===== src/hts_pkg.sv =====
// ----------------------------------------------------------------------------
// hts_pkg: shared constants and types of the heightmap triangle sampler
// grid geometry, fixed-point widths, reciprocal constants and the queue entry
// ----------------------------------------------------------------------------
package hts_pkg;

  // grid geometry
  localparam int CELLS        = 64;
  localparam int VERTS        = CELLS + 1;
  localparam int STORE_DEPTH  = VERTS * VERTS;
  localparam int HALF_VERTS   = (VERTS + 1) / 2;
  localparam int BANK_DEPTH   = HALF_VERTS * HALF_VERTS;
  localparam int BANK_AW      = $clog2(BANK_DEPTH);
  localparam int NUM_BANKS    = 4;

  // field widths
  localparam int IDX_W        = 13;
  localparam int HGT_W        = 16;
  localparam int POS_W        = 20;
  localparam int IN_TDATA_W   = 72;
  localparam int OUT_TDATA_W  = 16;

  // positions: cell of 12800 in Q.8, split as 50 coarse steps of 256
  localparam int CELL_Q8      = 12800;
  localparam int CELL_COARSE  = CELL_Q8 / 256;
  localparam int HALF_SPAN_Q8 = CELLS * CELL_Q8 / 2;
  localparam int POS_BIAS     = 10;
  localparam int CRS_W        = POS_W + 1 - 8;
  localparam int GRID_W       = 8;
  localparam int HV_W         = $clog2(HALF_VERTS);
  localparam int REM_W        = 6;
  localparam int WGT_W        = 14;

  // reciprocal for the small divides (by 50 and by 65), one correction step after
  localparam int RCP_SH       = 13;
  localparam int RCP_W        = 8;
  localparam int RCP_CRS      = (1 << RCP_SH) / CELL_COARSE;
  localparam int RCP_IDX      = (1 << RCP_SH) / VERTS;
  localparam int SPRD_W       = CRS_W + RCP_W;

  // interpolation datapath
  localparam int DIF_W        = HGT_W + 1;
  localparam int MUL_W        = DIF_W + WGT_W + 1;
  localparam int ACC_W        = MUL_W - 8;
  localparam int T_W          = 22;
  localparam int MAX_ACC      = (1 << HGT_W) * CELL_COARSE - 1;
  localparam int OUT_SH       = T_W;
  localparam int OUT_RCP      = (1 << OUT_SH) / CELL_COARSE;
  localparam int OUT_RCP_W    = 17;
  localparam int OPRD_W       = T_W + OUT_RCP_W;

  // item kinds on tuser
  localparam logic OP_WRITE   = 1'b0;
  localparam logic OP_QUERY   = 1'b1;

  // classified item between front and back
  typedef struct packed {
    logic             is_query;
    logic             wr_ok;
    logic [IDX_W-1:0] idx;
    logic [HGT_W-1:0] hgt;
    logic [CRS_W-1:0] crs_x;
    logic [CRS_W-1:0] crs_z;
    logic [7:0]       frac_x;
    logic [7:0]       frac_z;
  } q_entry_t;

endpackage


===== src/hts_queue.sv =====
// ----------------------------------------------------------------------------
// hts_queue: small item queue
// decouples the input stage from the lookup pipeline
// ----------------------------------------------------------------------------
module hts_queue
  import hts_pkg::*;
#(
  parameter int DEPTH = 4
) (
  input  logic     clk,
  input  logic     rst_n,
  input  logic     push_valid,
  output logic     push_ready,
  input  q_entry_t push_data,
  output logic     pop_valid,
  input  logic     pop_ready,
  output q_entry_t pop_data
);

  localparam int PW = (DEPTH > 1) ? $clog2(DEPTH) : 1;
  localparam int CW = $clog2(DEPTH + 1);

  q_entry_t        slot_r [DEPTH];
  logic [PW-1:0]   wr_ptr_r, wr_ptr_nxt;
  logic [PW-1:0]   rd_ptr_r, rd_ptr_nxt;
  logic [CW-1:0]   count_r, count_nxt;
  logic            push_go, pop_go;

  assign push_ready = (count_r != CW'(DEPTH));
  assign pop_valid  = (count_r != '0);
  assign pop_data   = slot_r[rd_ptr_r];
  assign push_go    = push_valid && push_ready;
  assign pop_go     = pop_valid && pop_ready;

  always_comb begin
    wr_ptr_nxt = wr_ptr_r;
    rd_ptr_nxt = rd_ptr_r;
    if (push_go) begin
      wr_ptr_nxt = (wr_ptr_r == PW'(DEPTH - 1)) ? '0 : wr_ptr_r + 1'b1;
    end
    if (pop_go) begin
      rd_ptr_nxt = (rd_ptr_r == PW'(DEPTH - 1)) ? '0 : rd_ptr_r + 1'b1;
    end
    count_nxt = count_r + CW'(push_go) - CW'(pop_go);
  end

  always_ff @(posedge clk) begin
    if (!rst_n) begin
      wr_ptr_r <= '0;
      rd_ptr_r <= '0;
      count_r  <= '0;
    end else begin
      wr_ptr_r <= wr_ptr_nxt;
      rd_ptr_r <= rd_ptr_nxt;
      count_r  <= count_nxt;
    end
  end

  always_ff @(posedge clk) begin
    if (push_go) begin
      slot_r[wr_ptr_r] <= push_data;
    end
  end

endmodule


===== config.mk =====
export PLATFORM = sky130hd
export DESIGN_NAME = hts_queue
export DESIGN_NICKNAME = d
export VERILOG_FILES = /design/src/hts_pkg.sv /design/src/hts_queue.sv
export SDC_FILE = /design/constraint.sdc
export NUM_CORES = 1
export LEC_CHECK = 0
export BUFFER_PORTS_ARGS = -buffer_cell sky130_fd_sc_hd__buf_4
export CAP_MARGIN = 10
export CORE_UTILIZATION = 57
export DETAILED_ROUTE_END_ITERATION = 10
export HOLD_SLACK_MARGIN = 0.03
export PLACE_DENSITY_LB_ADDON = 0.25
export SYNTH_ARGS = -nofsm -noshare
export SYNTH_HDL_FRONTEND = slang
export SYNTH_SLANG_ARGS = --single-unit
export TNS_END_PERCENT = 30

===== constraint.sdc =====
create_clock -name clk -period 3.15 [get_ports clk]
set_input_delay 0.63 -clock clk [delete_from_list [all_inputs] [get_ports clk]]
set_output_delay 0.63 -clock clk [all_outputs]
set_load 0.01 [all_outputs]

==> results_dict.tcl, run 1 <==
set metrics [dict create \
    slowest_stage "mux4_2" \
    post-synth-top-area-fraction_pct 79.8 \
    routedWlPerCell_um 21.5 \
    via_count 5004 \
    drc 0 \
    routed_wl_mm 19.1 \
    synth_edf_count 292 \
    die_area_mm2 0.0198 \
    grt_overflow_total 0 \
    synth_cell_type_count 27 \
    gp_congestion 0.718 \
    power_density_mw_per_mm2 797 \
    numCtsBuffers 29 \
    path_max_fanout 29 \
    n_antenna_cell 0 \
    core_mm2 0.0188 \
    p_clk_share_pct 30.8 \
    ys_seq_area_share_pct 81.4 \
    hold_start "push_data[25]" \
    die_w_um 141 \
    cts_root_buf "clkbuf_16" \
    area_growth_pct 22.2 \
    nets 694 \
    slew_headroom_pct 59.8 \
    ys_top_cells_by_area "edfxtp_1, mux4_2, dfxtp_1" \
    io_buffers 151 \
    path_buf_inv 2 \
    worstSetupEndpointType "output port" \
    synth_nets 518 \
    whs_path_depth 1 \
    cts_tree "built" \
    path_delay_family "buffers and inverters" \
    grt_max_degree 45 \
    synth.most_common_cell "edfxtp_1" \
    cp-start-kind "flip-flop" \
    multi_input_area_mm2 0.00193 \
    r2r_end "count_r[2]" \
    crit_required_ns 2.52 \
    seqPwrFrac_pct 46.5 \
    cts-resized-gates 0 \
    dr.pass1.iters 4 \
    grt_usage_pct 19.7 \
    finalSetupTns_ns 0 \
    status "completed" \
    clk_latency_ns 0.53 \
    fin_crit_sh_pct 88.1 \
    detail_route.iter0.violations 314 \
    async_reset_ff_share_pct 0 \
    hpwl_mm 11.4 \
    post_cts_buffers 0 \
    skew_ns 0.00530 \
    rows 50 \
    initial_core_util_pct 58.4 \
    ant_nets 0 \
    ctsHtreeMaxLevel 1 \
    drv_cap 0 \
    finalNonFillerCells 891 \
    r2r_setup_slack_ns 0.57 \
    final_layout_size_suffix_gt1_share_pct 45.2 \
    ioPinCount 152 \
    setup_viol 0 \
    rsz0062_at_grt "no" \
    grt_pass1_vias 5337 \
    fmax_mhz 360 \
    cpMostUsedCell "buf_4" \
    leakage_nw 4.54 \
    synth_flop_cell "edfxtp_1" \
    irDropWorstVdd_mv 0.626 \
    p_sw_share_pct 24.6 \
    synthTopCellsByCount "edfxtp_1, mux4_2, dfxtp_1" \
    power.total_mw 10.7 \
    worst_r2r_path_depth 11 \
    grt_pass1_wl_mm 29.2 \
    fin_ws_ns 0.375 \
    min_to "slot_r[0][25]" \
    hold_violations 0 \
    yosysWarnings 0 \
    antenna_found_initial 0 \
    clockBufferDepth 3 \
    clock-sinks 301 \
    min_period_ns 2.77 \
    ys_seq_elements 301 \
    internal_power_mw 8.08 \
    crit_type "flip-flop to output port" \
    dpl.cell_count 838 \
    chipHeight_um 141 \
    fillers 1113 \
    preCtsSetupSlack_ns 0.556 \
    yosysTopAreaCell "edfxtp_1" \
    slew_viol_final 0 \
    hold_buffers 0 \
    syn-cell-area_mm2 0.0110 \
    regArea_mm2 0.00896 \
    synthCells 433 \
    switching_power_mw 2.63 \
    p_comb_share_pct 22.7 \
    crit_arrival_ns 2.14 \
    synth_area_per_cell_um2 25.4 \
    cts.clk_slew.worst_paths_ns 0.06 \
    crit_path_max_incr_delay_ns 0.60 \
    crit_chain "buf_4, mux4_2, buf_4" \
    via_per_inst 5.62 \
    r2r-start "count_r[1]" \
    holdCritPathClass "input pin to flip-flop" \
    tightest_slew_ns 0.603 \
    fin_hold_ws_ns 0.300 \
]
[power by group through the flow]
| stage | logic, mW | clock network, mW | registers (mW) |
|---|---|---|---|
| floorplan | 1.45 | 0 | 5.01 |
| global placement | 2.45 | 0 | 5.03 |
| detailed placement | 2.48 | 0 | 5.07 |
| CTS | 2.49 | 3.36 | 4.99 |
| global route | 2.61 | 3.50 | 5.01 |
| finish | 2.43 | 3.30 | 4.98 |
[registers in the layout (all words and copies together), names as in the netlist, named ones only]
signal	cells
rd_ptr_r	2
count_r	3
wr_ptr_r	2
slot_r	292
[cell usage in the layout, fill, tap and decap left out, drive strengths merged]
cell / count
and2: 3
and3: 4
buf: 163
bufinv: 3
clkbuf: 36
clkinv: 13
dfxtp: 9
edfxtp: 292
fa: 1
ha: 7
inv: 7
mux2i: 1
mux4: 73
nand2: 5
nand3: 2
nand4: 1
nor2: 2
nor2b: 1
o21ai: 3
o31ai: 1
or3: 1
or3b: 1
xnor2: 2
[worst max-delay path by stage]
stage              endpoint  startpoint  cells past startpoint  slack [ns]
6_report       pop_data[33]   flip-flop                      3        0.38
5_1_grt        pop_data[33]   flip-flop                      3        0.25
4_1_cts        pop_data[33]   flip-flop                      3        0.31
3_5_place_dp     count_r[2]  count_r[1]                     11        0.56
3_3_place_gp     count_r[2]  count_r[1]                     11        0.72
2_1_floorplan  slot_r[1][0]  count_r[1]                      3        0.30
[kinds of logic after synthesis]
group           count (synthesis)  share of synthesized area [%]
simple gates                   20                           1.05
xor+xnor                        2                          0.159
buf+inv                        24                           1.15
fa+ha+maj                       8                          0.979
flops                         301                           81.4
compound gates                  4                          0.205
mux                            74                           15.0
[metal layers]
| metal | vias to the layer above | share of wire (%) | global-route usage (%) |
|---|---|---|---|
| met5 | - | 0 | 0 |
| met4 | 0 | 2.8 | 6.18 |
| met3 | 45 | 6.4 | 4.08 |
| met2 | 157 | 52 | 34.4 |
| met1 | 2613 | 39 | 25.2 |
| li1 | 2189 | - | - |
[area by class of cell]
type / count / share of cell area, %
Multi-Input combinational cell: 108 / 14.4
Tap cell: 260 / 2.42
Clock buffer: 36 / 5.60
Inverter: 6 / 0.168
Sequential cell: 301 / 66.7
Timing Repair Buffer: 163 / 9.57
Clock inverter: 17 / 1.20
[stage by stage]
stage / area, µm² / utilization, %
detailed placement: 12500 / 66.5
CTS: 13400 / 71.4
global placement: 12500 / 66.5
global route: 13400 / 71.4
finish: 13400 / 71.4
floorplan: 11000 / -
Note: power is estimated with default switching activity, not from simulation.
==> run 2, diff against run 1 <==
Settings changed: CORE_MARGIN set to 5, CORE_UTILIZATION 57 to 59, CTS_BUF_LIST set to sky130_fd_sc_hd__clkbuf_2.
==> results_dict.tcl, run 2 (same netlist as run 1, synthesis figures left out) <==
set metrics [dict create \
    power_density_mw_per_mm2 725 \
    grt_pass1_vias 6163 \
    final_layout_size_suffix_gt1_share_pct 46.0 \
    rows 50 \
    holdCritPathClass "input pin to flip-flop" \
    regArea_mm2 0.00896 \
    multi_input_area_mm2 0.00193 \
    io_buffers 151 \
    die_w_um 146 \
    ant_nets 0 \
    clk_latency_ns 0.78 \
    hold_start "push_valid" \
    fmax_mhz 338 \
    finalSetupTns_ns 0 \
    final_common_cell "edfxtp_1" \
    grt_pass1_wl_mm 32.4 \
    reg_top3 "slot_r x292, count_r x3" \
    min_period_ns 2.96 \
    numCtsBuffers 73 \
    path_depth 3 \
    largest_register "slot_r" \
    fin_crit_sh_pct 94.0 \
    whs_path_depth 3 \
    initial_core_util_pct 59.4 \
    status "completed" \
    path_buf_inv 2 \
    routed_wl_mm 20.8 \
    slew_viol_final 0 \
    cts_tree "built" \
    worst_r2r_path_depth 11 \
    worstSetupEndpointType "output port" \
    chipHeight_um 146 \
    core_mm2 0.0185 \
    detail_route.iter0.violations 274 \
    slowest_stage "mux4_2" \
    drc 0 \
    setup_viol 0 \
    crit_arrival_ns 2.33 \
    nets 809 \
    crit_type "flip-flop to output port" \
    largest_reg_flops 292 \
    cts.clk_slew.worst_paths_ns 0.10 \
    cts-resized-gates 0 \
    r2r-start "count_r[1]" \
    dr.pass1.iters 4 \
    clock-sinks 301 \
    gp_congestion 0.728 \
    cp-start-kind "flip-flop" \
    cts_root_buf "clkbuf_2" \
    slew_headroom_pct 61.4 \
    grt_usage_pct 19.7 \
    path_delay_family "multiplexers" \
    hold_violations 0 \
    fillers 1071 \
    tightest_slew_ns 0.575 \
    power.total_mw 10.1 \
    area_growth_pct 27.0 \
    crit_required_ns 2.52 \
    die_area_mm2 0.0215 \
    via_per_inst 5.42 \
    drv_cap 0 \
    crit_path_max_incr_delay_ns 0.57 \
    rsz0062_at_grt "yes" \
    fin_hold_ws_ns 0.136 \
    irDropWorstVdd_mv 0.435 \
    routedWlPerCell_um 20.5 \
    ctsHtreeMaxLevel 3 \
    via_count 5500 \
    antenna_found_initial 2 \
    skew_ns 0.0368 \
    path_max_fanout 33 \
    grt_max_degree 41 \
    hpwl_mm 11.7 \
    grt_overflow_total 0 \
    clockBufferDepth 3 \
    layout_common_cells "edfxtp_1, buf_4, clkbuf_2" \
    crit_chain "buf_12, mux4_2, buf_4" \
    ioPinCount 152 \
    leakage_nw 4.93 \
]
run 2: tightest hold or removal path: stages:
cell and delay [ns]:
buf_4 0.13, nand4_1 0.06, o21ai_1 0.05
run 2: path summary, 6_finish.rpt:
path             endpoint  slack (ns)
max reg2reg    count_r[2]        0.59
min           wr_ptr_r[0]        0.14
min reg2reg   wr_ptr_r[1]        0.51
max          pop_data[14]        0.19
run 2: through the flow:
step	worst slack (ns)	utilization, %	instances	cell area (µm²)
after floorplan	0.295	-	433	11000
after global placement	0.709	67.5	809	12500
after detailed placement	0.604	67.5	809	12500
after CTS	0.0549	75.2	1011	13900
after global routing	-0.0111	75.4	1014	14000
final	0.188	75.4	1014	14000
run 2: what timing repair did:
item | 4_1_cts | 5_1_grt
endpoints found under the hold margin | 292 | 0
hold buffers | 73 | 0
endpoints found under the setup margin | 0 | 6
buffers inserted | 0 | 1
run 2: cell type report:
class | count | share of cell area (%)
inverters | 6 | 0.161
repair buffers | 234 | 14.7
multi-input cells | 108 | 13.9
clock buffers | 108 | 3.87
clock inverters | 21 | 1.15
diodes | 2 | 0.0359
well taps | 234 | 2.10
flip-flops and latches | 301 | 64.2
run 2: routing by layer:
| metal | track usage (%) | wire length (µm) |
|---|---|---|
| met2 | 32.4 | 11000 |
| met5 | 0 | 0 |
| met4 | 7.67 | 361 |
| met1 | 24.6 | 8010 |
| met3 | 6.46 | 1400 |
run 2: power by group:
group / leakage, nW / internal, mW / switching (mW) / total, mW
clock: 0.532 / 1.16 / 1.44 / 2.60
sequential: 2.75 / 4.84 / 0.152 / 5.00
combinational: 1.65 / 1.37 / 1.15 / 2.52
