## src/hts_pkg.sv

```systemverilog
// ----------------------------------------------------------------------------
// hts_pkg: shared constants and types of the heightmap triangle sampler
// grid geometry, fixed-point widths, reciprocal constants and the queue entry
// ----------------------------------------------------------------------------
package hts_pkg;

  // grid geometry
  localparam int CELLS        = 64;
  localparam int VERTS        = CELLS + 1;
  localparam int STORE_DEPTH  = VERTS * VERTS;
  localparam int HALF_VERTS   = (VERTS + 1) / 2;
  localparam int BANK_DEPTH   = HALF_VERTS * HALF_VERTS;
  localparam int BANK_AW      = $clog2(BANK_DEPTH);
  localparam int NUM_BANKS    = 4;

  // field widths
  localparam int IDX_W        = 13;
  localparam int HGT_W        = 16;
  localparam int POS_W        = 20;
  localparam int IN_TDATA_W   = 72;
  localparam int OUT_TDATA_W  = 16;

  // positions: cell of 12800 in Q.8, split as 50 coarse steps of 256
  localparam int CELL_Q8      = 12800;
  localparam int CELL_COARSE  = CELL_Q8 / 256;
  localparam int HALF_SPAN_Q8 = CELLS * CELL_Q8 / 2;
  localparam int POS_BIAS     = 10;
  localparam int CRS_W        = POS_W + 1 - 8;
  localparam int GRID_W       = 8;
  localparam int HV_W         = $clog2(HALF_VERTS);
  localparam int REM_W        = 6;
  localparam int WGT_W        = 14;

  // reciprocal for the small divides (by 50 and by 65), one correction step after
  localparam int RCP_SH       = 13;
  localparam int RCP_W        = 8;
  localparam int RCP_CRS      = (1 << RCP_SH) / CELL_COARSE;
  localparam int RCP_IDX      = (1 << RCP_SH) / VERTS;
  localparam int SPRD_W       = CRS_W + RCP_W;

  // interpolation datapath
  localparam int DIF_W        = HGT_W + 1;
  localparam int MUL_W        = DIF_W + WGT_W + 1;
  localparam int ACC_W        = MUL_W - 8;
  localparam int T_W          = 22;
  localparam int MAX_ACC      = (1 << HGT_W) * CELL_COARSE - 1;
  localparam int OUT_SH       = T_W;
  localparam int OUT_RCP      = (1 << OUT_SH) / CELL_COARSE;
  localparam int OUT_RCP_W    = 17;
  localparam int OPRD_W       = T_W + OUT_RCP_W;

  // item kinds on tuser
  localparam logic OP_WRITE   = 1'b0;
  localparam logic OP_QUERY   = 1'b1;

  // classified item between front and back
  typedef struct packed {
    logic             is_query;
    logic             wr_ok;
    logic [IDX_W-1:0] idx;
    logic [HGT_W-1:0] hgt;
    logic [CRS_W-1:0] crs_x;
    logic [CRS_W-1:0] crs_z;
    logic [7:0]       frac_x;
    logic [7:0]       frac_z;
  } q_entry_t;

endpackage

```

## src/hts_front.sv

```systemverilog
// ----------------------------------------------------------------------------
// hts_front: input stage
// takes items, splits the fields and maps query positions to biased grid units
// ----------------------------------------------------------------------------
module hts_front
  import hts_pkg::*;
(
  input  logic                  clk,
  input  logic                  rst_n,
  input  logic                  in_tvalid,
  output logic                  in_tready,
  input  logic [IN_TDATA_W-1:0] in_tdata,
  input  logic                  in_tuser,
  input  logic                  clr_busy,
  output logic                  ent_valid,
  input  logic                  ent_ready,
  output q_entry_t              ent_data
);

  logic [IDX_W-1:0]        idx;
  logic [HGT_W-1:0]        hgt;
  logic signed [POS_W-1:0] px;
  logic signed [POS_W-1:0] pz;
  logic signed [POS_W:0]   nx;
  logic signed [POS_W:0]   nz;
  q_entry_t                ent_nxt;
  q_entry_t                ent_r;
  logic                    valid_r;

  assign idx = in_tdata[IDX_W-1:0];
  assign hgt = in_tdata[IDX_W +: HGT_W];
  assign px  = $signed(in_tdata[IDX_W+HGT_W +: POS_W]);
  assign pz  = $signed(in_tdata[IDX_W+HGT_W+POS_W +: POS_W]);

  // shift the origin to the grid corner, z runs the other way
  assign nx = $signed({px[POS_W-1], px}) + $signed((POS_W+1)'(HALF_SPAN_Q8));
  assign nz = $signed((POS_W+1)'(HALF_SPAN_Q8)) - $signed({pz[POS_W-1], pz});

  always_comb begin
    ent_nxt.is_query = (in_tuser == OP_QUERY);
    ent_nxt.wr_ok    = (idx < IDX_W'(STORE_DEPTH));
    ent_nxt.idx      = idx;
    ent_nxt.hgt      = hgt;
    ent_nxt.crs_x    = nx[POS_W:8] + CRS_W'(POS_BIAS * CELL_COARSE);
    ent_nxt.crs_z    = nz[POS_W:8] + CRS_W'(POS_BIAS * CELL_COARSE);
    ent_nxt.frac_x   = nx[7:0];
    ent_nxt.frac_z   = nz[7:0];
  end

  assign in_tready = !clr_busy && (!valid_r || ent_ready);
  assign ent_valid = valid_r;
  assign ent_data  = ent_r;

  always_ff @(posedge clk) begin
    if (!rst_n) begin
      valid_r <= 1'b0;
    end else if (in_tready) begin
      valid_r <= in_tvalid;
    end
  end

  always_ff @(posedge clk) begin
    if (in_tready && in_tvalid) begin
      ent_r <= ent_nxt;
    end
  end

endmodule

```

## config.mk

```make
export PLATFORM = sky130hd
export DESIGN_NAME = hts_front
export DESIGN_NICKNAME = d
export VERILOG_FILES = /design/src/hts_pkg.sv /design/src/hts_front.sv
export SDC_FILE = /design/constraint.sdc
export NUM_CORES = 1
export LEC_CHECK = 0
export BUFFER_PORTS_ARGS = -buffer_cell sky130_fd_sc_hd__buf_2
export CORE_MARGIN = 5
export CORE_UTILIZATION = 42
export DETAILED_ROUTE_END_ITERATION = 8
export GPL_ROUTABILITY_DRIVEN = 1
export GPL_TIMING_DRIVEN = 0
export PLACE_DENSITY = 0.81
export SKIP_LAST_GASP = 1
export SLEW_MARGIN = 20
export SYNTH_ARGS = -nofsm -noshare
export SYNTH_HDL_FRONTEND = slang
export SYNTH_SLANG_ARGS = --single-unit
```

## constraint.sdc

```tcl
create_clock -name clk -period 4.2 [get_ports clk]
set_input_delay 0.63 -clock clk [delete_from_list [all_inputs] [get_ports clk]]
set_output_delay 0.63 -clock clk [all_outputs]
set_load 0.02 [all_outputs]
```

==> results of run 1 <==
==> flip-flops by register name, summed over array words and instances (netlist names) <==
signal,cells
ent_data,73
ent_valid,1
==> final timing paths <==
check | end | startpoint | cells past startpoint | slack [ns]
worst min register to register | ent_valid | ent_valid | 2 | 0.63
worst max register to register | ent_data[40] | ent_valid | 3 | 2.58
worst min-delay path | ent_data[42] | in_tdata[13] | 1 | 0.46
worst max-delay path | ent_data[28] | in_tdata[51] | 11 | 1.10
==> logic make-up after synthesis <==
kind of cell	count (synthesis)	synth area share, %
AND/OR/NAND/NOR	74	12.5
buffers and inverters	11	1.33
adder cells (fa/ha/maj)	5	1.91
multiplexers	1	0.305
AO/OA/AOI/OAI	32	7.13
flip-flops	74	67.4
XOR/XNOR	35	9.34
==> power groups by stage <==
stage / Sequential, mW / Clock (mW) / Combinational [mW]
floorplan: 0.930 / 0 / 0.0805
global placement: 0.884 / 0 / 0.215
detailed placement: 0.882 / 0 / 0.225
CTS: 0.865 / 0.542 / 0.225
global route: 0.868 / 0.579 / 0.242
finish: 0.865 / 0.525 / 0.223
==> routing by layer <==
layer / global-route usage, % / vias to the layer above / routed length (um)
met5: 0 / - / 0
met4: 5.15 / 0 / 76
met3: 4.14 / 8 / 578
met2: 27.8 / 95 / 3760
met1: 16.1 / 1127 / 2850
li1: - / 1195 / -
==> layout by cell type, fill, tap and decap left out, types with 2 or more instances in the layout <==
master,n
inv_6,3
nand2_1,13
nand4_1,3
nand3b_1,2
xor2_1,12
nor2b_1,3
or3_1,2
o21ai_0,7
and4_1,2
nor3_1,10
a31oi_1,4
nand2b_1,2
nor2_1,16
xnor2_1,23
edfxtp_1,73
nand3_1,5
clkinv_4,2
nor4_1,4
and2_4,2
clkbuf_8,9
inv_8,2
buf_2,149
clkbuf_1,3
and3_1,2
o21a_1,2
nor3_2,2
a21oi_1,6
inv_1,6
ha_1,5
==> per-stage QoR <==
step / total power, mW / cells
6_report: 1.61 / 498
5_1_grt: 1.69 / 498
4_1_cts: 1.63 / 498
3_5_place_dp: 1.11 / 482
3_3_place_gp: 1.10 / 481
2_1_floorplan: 1.01 / 232
==> worst reg2reg max path, delay by kind of cell (launching register included) <==
| kind | cells | cell delay (ns) |
|---|---|---|
| AND/OR/NAND/NOR | 1 | 0.43 |
| flip-flops | 1 | 0.33 |
| buffers and inverters | 1 | 0.31 |
| AO/OA/AOI/OAI | 1 | 0.22 |
==> layout make-up <==
| type | count | area (sq um) | share of cell area, % |
|---|---|---|---|
| buffer | 5 | 21.3 | 0.488 |
| inverter | 6 | 22.5 | 0.517 |
| sequential | 74 | 2210 | 50.8 |
| clock buffer | 9 | 124 | 2.84 |
| timing repair buffer | 148 | 756 | 17.3 |
| tap | 102 | 128 | 2.93 |
| clock inverter | 7 | 66.3 | 1.52 |
| multi-input combinational | 147 | 1030 | 23.6 |
==> summary.md, run 1 <==
| Metric | Value |
|---|---|
| Status | `finished, final reports clean` |
| Fill count | `660` |
| Syn avg cell area | `14.1 sq um` |
| Seq/Total Area, Yosys | `67.4%` |
| #FFs+latches synth | `74` |
| YS warnings | `0` |
| WHS | `0.456 ns` |
| Crit-path max cell delay | `0.57 ns` |
| Total gr overflow | `0` |
| Worst-path cell chain | `buf_2 > or4_4 > or3_1 > buf_2 > nor4_1 > xnor2_1 > ha_1 > a211o_1 > nor3_1 > nor3_2 > xor2_1` |
| Crit Path Class | `in -> reg` |
| Leading area contributor after synthesis | `edfxtp_1` |
| Sequential fraction of design power | `53.6%` |
| Comb power frac | `13.8%` |
| Sum Neg Setup Slack | `0 ns` |
| Final period util | `73.7%` |
| Pins over their slew limit | `0` |
| P_leak | `1.75 nW` |
| Psw | `438 uW` |
| Largest net degree at the start of global routing | `50` |
| Vias in the first global route | `2393` |
| Max H-tree Level | `3` |
| Final Hold Vio Count | `0` |
| Most common cell in the netlist | `edfxtp_1` |
| GPL Wtd Cong | `0.845` |
| Via/cell ratio | `4.87` |
| Drt drc | `0` |
| Netlist Area Pre-Place | `3280 sq um` |
| DR pass1 iterations | `4` |
| Total Routing Usage GR | `14.9%` |
| Post-Synthesis Cells | `232` |
| WL/cell | `14.6 um` |
| Final setup viols | `0` |
| Die area | `9680 sq um` |
| Hpwl dp | `5.81 mm` |
| Fin util | `56.7%` |
| Highest clock rate | `0.323 GHz` |
| Max Root-Sink Buffers | `2` |
| Synth cell types | `47` |
| Clk Tree Root Cell | `clkbuf_8` |
| Post-route ant nets | `0` |
| Worst Max-Slew Pin Slew | `0.896 ns` |
| Worst path slowest cell | `or4_4` |
| Post-Syn Nets | `315` |
| Worst setup EP type | `register` |
| Top cells by instance count after synthesis | `73 x edfxtp_1, 23 x xnor2_1, 16 x nor2_1, 13 x nand2_1, 12 x xor2_1` |
| Asr flop ratio synth | `0%` |
| Skew final | `0.00895 ns` |
| Top_reg_cell synth | `edfxtp_1` |
| Worst vdd ir | `136 uV` |
| CP most frequent cell | `buf_2` |
| Clock share of power | `32.5%` |
| IO buf count | `147` |
| Worst slack, placed | `0.723 ns` |
| Crit path buf inv count | `2` |
| Hold buffers post-CTS | `0` |
| RSZ-0062 raised after global routing | `no` |
| Nets | `474` |
| EDFF count, synth | `73` |
| Slew HR | `39.7%` |
| PwrDens | `370 nW/um^2` |
| Area Growth Syn to Fin | `32.8%` |
| Effective utilization at floorplan | `42.7%` |
| TritonCTS clock tree | `done` |
| Antenna Cells | `0` |
| Die Wd | `98.4 um` |
| Total vias in the final route | `2425` |
| Core area | `7690 sq um` |
| Net Sw Frac | `27.1%` |
| Hold Crit Class | `in -> reg` |
| Critical path's top delay family | `simple AND/OR/NAND/NOR gates` |
| Antenna violations before repair | `0` |
| Share of the synthesized area in the top cell type | `66.8%` |
| Reg clk slew, reported paths | `0.09 ns` |
| Post-CTS Setup Bufs | `0` |
| Worst-path maximum fanout | `6` |
| Placed Area | `4170 sq um` |
| First-pass GRT wire length | `11.5 mm` |
| Post-CTS sizing | `0` |
| Finished Cell Area | `4360 sq um` |
| WP data arrival | `3.18 ns` |
| Critical Path RT | `4.28 ns` |
| Synth top area cells | `edfxtp_1 67%, xnor2_1 6.1%, xor2_1 3.2%` |
| Die Height | `98.4 um` |
| CTS Buf Count | `9` |
| CTS sink cnt | `74` |
| Setup crit start kind | `primary input` |
| Io pins | `153` |
| Initial drt markers | `39` |
| Routed WL | `7.27 mm` |
| PnR worst setup slack | `1.10 ns` |
| Row count | `32` |
| Int Pwr | `1.18 mW` |
| Max-Cap Viols | `0` |
| Clk Latency, worst-skew pair | `0.34 ns` |
| Fin crit period | `3.10 ns` |
| Share of layout cells above drive strength 1 | `44.9%` |
Note: power is estimated with default switching activity, not from simulation.
==> run 2: changes to the inputs <==
==> constraint.sdc (replaced) <==
create_clock -name clk -period 3 [get_ports clk]
set_input_delay 0.45 -clock clk [delete_from_list [all_inputs] [get_ports clk]]
set_output_delay 0.45 -clock clk [all_outputs]
set_load 0.02 [all_outputs]
==> summary.md, run 2 (synthesis results as in run 1) <==
| Metric | Value |
|---|---|
| Clk Tree Root Cell | `clkbuf_8` |
| Drt drc | `0` |
| Nets | `474` |
| Final period util | `95.6%` |
| Final Hold Vio Count | `0` |
| Slew HR | `37.4%` |
| GPL Wtd Cong | `0.861` |
| Max H-tree Level | `3` |
| Worst-path maximum fanout | `6` |
| Total vias in the final route | `2397` |
| Total gr overflow | `0` |
| Placed Cells | `482` |
| Routed WL | `6.95 mm` |
| Worst setup EP type | `register` |
| Share of layout cells above drive strength 1 | `44.9%` |
| Vias in the first global route | `2343` |
| Max Root-Sink Buffers | `2` |
| WHS | `0.289 ns` |
| Reg clk slew, reported paths | `0.08 ns` |
| Antenna violations before repair | `0` |
| Storage element area | `2210 sq um` |
| Via/cell ratio | `4.81` |
| Initial drt markers | `51` |
| Fill count | `662` |
| P_leak | `1.74 nW` |
| WL/cell | `14.0 um` |
| Largest net degree at the start of global routing | `39` |
| Final cell count without fillers | `498` |
| Final setup viols | `0` |
| Die Height | `98.4 um` |
| WP data arrival | `2.93 ns` |
| Effective utilization at floorplan | `42.7%` |
| DR pass1 iterations | `4` |
| Most common cell after layout, fill and taps aside | `buf_2` |
| Io pins | `153` |
| Area Growth Syn to Fin | `32.8%` |
| Pins over their slew limit | `0` |
| PwrDens | `499 nW/um^2` |
| Total Routing Usage GR | `14.3%` |
| Critical Path RT | `3.06 ns` |
| IO buf count | `147` |
| Highest clock rate | `0.349 GHz` |
| Worst vdd ir | `232 uV` |
| Crit Path Class | `in -> reg` |
| Row count | `32` |
| Hold buffers post-CTS | `0` |
| Hpwl dp | `5.54 mm` |
| Die area | `9680 sq um` |
| Status | `finished, final reports clean` |
| Clk Latency, worst-skew pair | `0.33 ns` |
| TritonCTS clock tree | `done` |
| Max reg flops | `73` |
| Antenna Cells | `0` |
| Core area | `7690 sq um` |
| Setup crit start kind | `primary input` |
| CTS Buf Count | `9` |
| First-pass GRT wire length | `11.0 mm` |
| Fin crit period | `2.87 ns` |
| Max-Cap Viols | `0` |
| CTS sink cnt | `74` |
| Post-route ant nets | `0` |
| Area of the multi-input gates | `1050 sq um` |
| Die Wd | `98.4 um` |
| Commonest non-fill, non-tap cells in the layout | `149 x buf_2, 73 x edfxtp_1, 23 x xnor2_1, 16 x nor2_1, 13 x nand2_1` |
| Worst Max-Slew Pin Slew | `0.930 ns` |
| Hold Crit Class | `in -> reg` |
| Skew final | `0.00915 ns` |
run 2: changes by cell type in the layout (fill, tap and decap cells not counted), sizes merged:
cell	before	now
inv	11	7
clkbuf	12	14
clkinvlp	0	1
clkinv	2	3
run 2: routing by layer:
layer	track usage, %	share of wire, %
met4	5.36	0.85
met2	25.8	53
met5	0	0
met1	15.3	37
met3	4.86	8.4
run 2: cell type report:
cell class,instances,share of cell area [%]
Buffer,5,0.488
Clock buffer,11,3.02
Clock inverter,5,0.890
Inverter,6,0.517
Multi-Input combinational cell,147,24.0
Sequential cell,74,50.8
Tap cell,102,2.93
Timing Repair Buffer,148,17.3
run 2: power by group:
group          leakage, nW  internal, mW  switching (mW)
logic                0.968         0.123           0.190
clock network       0.0839         0.305           0.348
registers            0.691          1.20          0.0102
run 2: path summary, 6_finish.rpt:
kind                startpoint            to  slack (ns)  depth (start not counted)
setup / recovery  in_tdata[51]  ent_data[28]        0.13                         11
setup reg to reg     ent_valid  ent_data[27]        1.34                          3
hold reg to reg      ent_valid     ent_valid        0.63                          2
hold / removal    in_tdata[18]  ent_data[47]        0.29                          1
run 2: worst max-delay path, stage by stage:
cell and delay, ns:
buf_2 0.14, or4_4 0.57, or3_1 0.31, buf_2 0.18, nor4_2 0.20, xnor2_1 0.10, ha_1 0.21, a211o_1 0.33
nor3_2 0.21, nor3_2 0.06, xor2_1 0.16
run 2: stage by stage:
| step | area [sq um] | TNS (ns) | power (mW) | setup slack, ns | util [%] |
|---|---|---|---|---|---|
| after floorplan | 3280 | 0 | 1.41 | 0.00720 | - |
| after global placement | 4150 | -0.537 | 1.54 | -0.283 | 53.9 |
| after detailed placement | 4170 | -0.580 | 1.55 | -0.301 | 54.2 |
| after CTS | 4340 | 0 | 2.21 | 0.0557 | 56.4 |
| after global routing | 4360 | -0.00267 | 2.28 | -0.00267 | 56.7 |
| final | 4360 | 0 | 2.18 | 0.132 | 56.7 |
run 2: repair_timing:
action                     CTS  global route
setup buffers                0             0
resized for setup            0             3
setup endpoints to repair    0             2
==> run 3: changes to the inputs <==
--- a/config.mk
+++ b/config.mk
@@ -6,6 +6,7 @@
 export NUM_CORES = 1
 export LEC_CHECK = 0
 export BUFFER_PORTS_ARGS = -buffer_cell sky130_fd_sc_hd__buf_2
+export CORE_ASPECT_RATIO = 0.75
 export CORE_MARGIN = 5
 export CORE_UTILIZATION = 42
 export DETAILED_ROUTE_END_ITERATION = 8
==> summary.md, run 3 (synthesis results as in run 1) <==
| Metric | Value |
|---|---|
| Hold Crit Class | `in -> reg` |
| Worst setup EP type | `register` |
| Total Routing Usage GR | `15.5%` |
| Io pins | `153` |
| Total gr overflow | `0` |
| Final period util | `95.6%` |
| Fin crit period | `2.87 ns` |
| Max reg flops | `73` |
| Fin util | `59.3%` |
| Clk Latency, worst-skew pair | `0.34 ns` |
| Largest net degree at the start of global routing | `52` |
| Drt drc | `0` |
| Routed WL | `7.61 mm` |
| Hold buffers post-CTS | `0` |
| Post-route ant nets | `0` |
| Area Growth Syn to Fin | `34.9%` |
| Worst vdd ir | `214 uV` |
| Max H-tree Level | `3` |
| RSZ-0062 raised after global routing | `no` |
| Worst slack, placed | `-0.314 ns` |
| Initial drt markers | `90` |
| Post-CTS sizing | `0` |
| Crit Path Class | `in -> reg` |
| Hpwl dp | `5.96 mm` |
| Placed Cells | `481` |
| Worst-path maximum fanout | `6` |
| PnR worst setup slack | `0.131 ns` |
| Die area | `9700 sq um` |
| Total vias in the final route | `2451` |
| IO buf count | `147` |
| Worst setup startpoint | `in_tdata[51]` |
| CTS sink cnt | `74` |
| Final cell count without fillers | `497` |
| Max Root-Sink Buffers | `2` |
| Commonest non-fill, non-tap cells in the layout | `149 x buf_2, 73 x edfxtp_1, 23 x xnor2_1, 16 x nor2_1, 13 x nand2_1` |
| Core area | `7470 sq um` |
| Sum Neg Setup Slack | `0 ns` |
| Nets | `474` |
| Die Height | `86.5 um` |
| Max-Cap Viols | `0` |
| Reg2reg setup slack | `1.44 ns` |
| Most common cell after layout, fill and taps aside | `buf_2` |
| Worst Max-Slew Pin Slew | `0.887 ns` |
| Clk Tree Root Cell | `clkbuf_8` |
| Skew final | `0.0124 ns` |
| GPL Wtd Cong | `0.802` |
| Final setup viols | `0` |
| End of the critical path | `ent_data[28]` |
| Via/cell ratio | `4.93` |
| PwrDens | `554 nW/um^2` |
| WL/cell | `15.3 um` |
| Final Hold Vio Count | `0` |
| Finished Cell Area | `4430 sq um` |
| CTS Buf Count | `9` |
| Critical Path RT | `3.08 ns` |
| Post-CTS Setup Bufs | `0` |
| Status | `finished, final reports clean` |
| Placed Area | `4170 sq um` |
| WP data arrival | `2.95 ns` |
| RR Startpoint | `ent_valid` |
| Antenna violations before repair | `0` |
| Pins over their slew limit | `0` |
| Setup crit start kind | `primary input` |
| TritonCTS clock tree | `done` |
| Antenna Cells | `0` |
| DR pass1 iterations | `5` |
| Vias in the first global route | `2508` |
| Highest clock rate | `0.349 GHz` |
| First-pass GRT wire length | `11.8 mm` |
| Slew HR | `40.3%` |
| R2R cell count | `3` |
| Row count | `27` |
| P_leak | `1.78 nW` |
| Effective utilization at floorplan | `43.9%` |
| FF-to-FF End | `ent_data[51]` |
| WHS | `0.278 ns` |
| Die Wd | `112 um` |
| Share of layout cells above drive strength 1 | `45.2%` |
| Reg clk slew, reported paths | `0.08 ns` |
| Power, Total | `2.45 mW` |
[run 3: cell count changes in the layout (fill, tap and decap cells not counted), sizes merged]
cell / change
clkinv: -1
clkinvlp: -1
clkbuf: -1
bufinv: +3
[run 3: worst min-delay path by stage]
stage               cells past startpoint         start            to  slack, ns
global placement                        2     ent_valid     ent_valid       0.58
CTS                                     1  in_tdata[31]  ent_data[10]       0.26
floorplan                               0  in_tdata[49]   ent_data[0]       0.55
finish                                  1  in_tdata[36]  ent_data[15]       0.28
detailed placement                      2     ent_valid     ent_valid       0.60
global route                            1      in_tuser  ent_data[72]       0.25
[run 3: where the power goes]
part           leakage [nW]  internal, mW  total, mW  switching (mW)
sequential            0.691          1.20       1.21          0.0112
clock                 0.121         0.556      0.923           0.368
combinational         0.968         0.123      0.316           0.193
[run 3: final cells by class]
type	count	area (sq um)
buffer	5	21.3
clock buffer	10	128
clock inverter	6	113
fill	592	3040
inverter	6	22.5
multi-input combinational	147	1050
sequential	74	2210
tap	101	126
timing repair buffer	148	756
[run 3: routing by layer]
| metal | up-vias | global-route usage, % | share of wire (%) |
|---|---|---|---|
| met5 | - | 0 | 0 |
| met4 | 0 | 6.00 | 2.0 |
| met3 | 17 | 6.35 | 9.7 |
| met2 | 110 | 28.3 | 50 |
| met1 | 1130 | 16.0 | 38 |
| li1 | 1194 | - | - |
[run 3: worst max-delay path, stage by stage]
cell	delay, ns
buf_2	0.14
or4_4	0.57
or3_1	0.31
buf_2	0.18
nor4_2	0.18
xnor2_1	0.11
ha_1	0.21
a211o_1	0.35
nor3_2	0.23
nor3_2	0.06
xor2_1	0.16
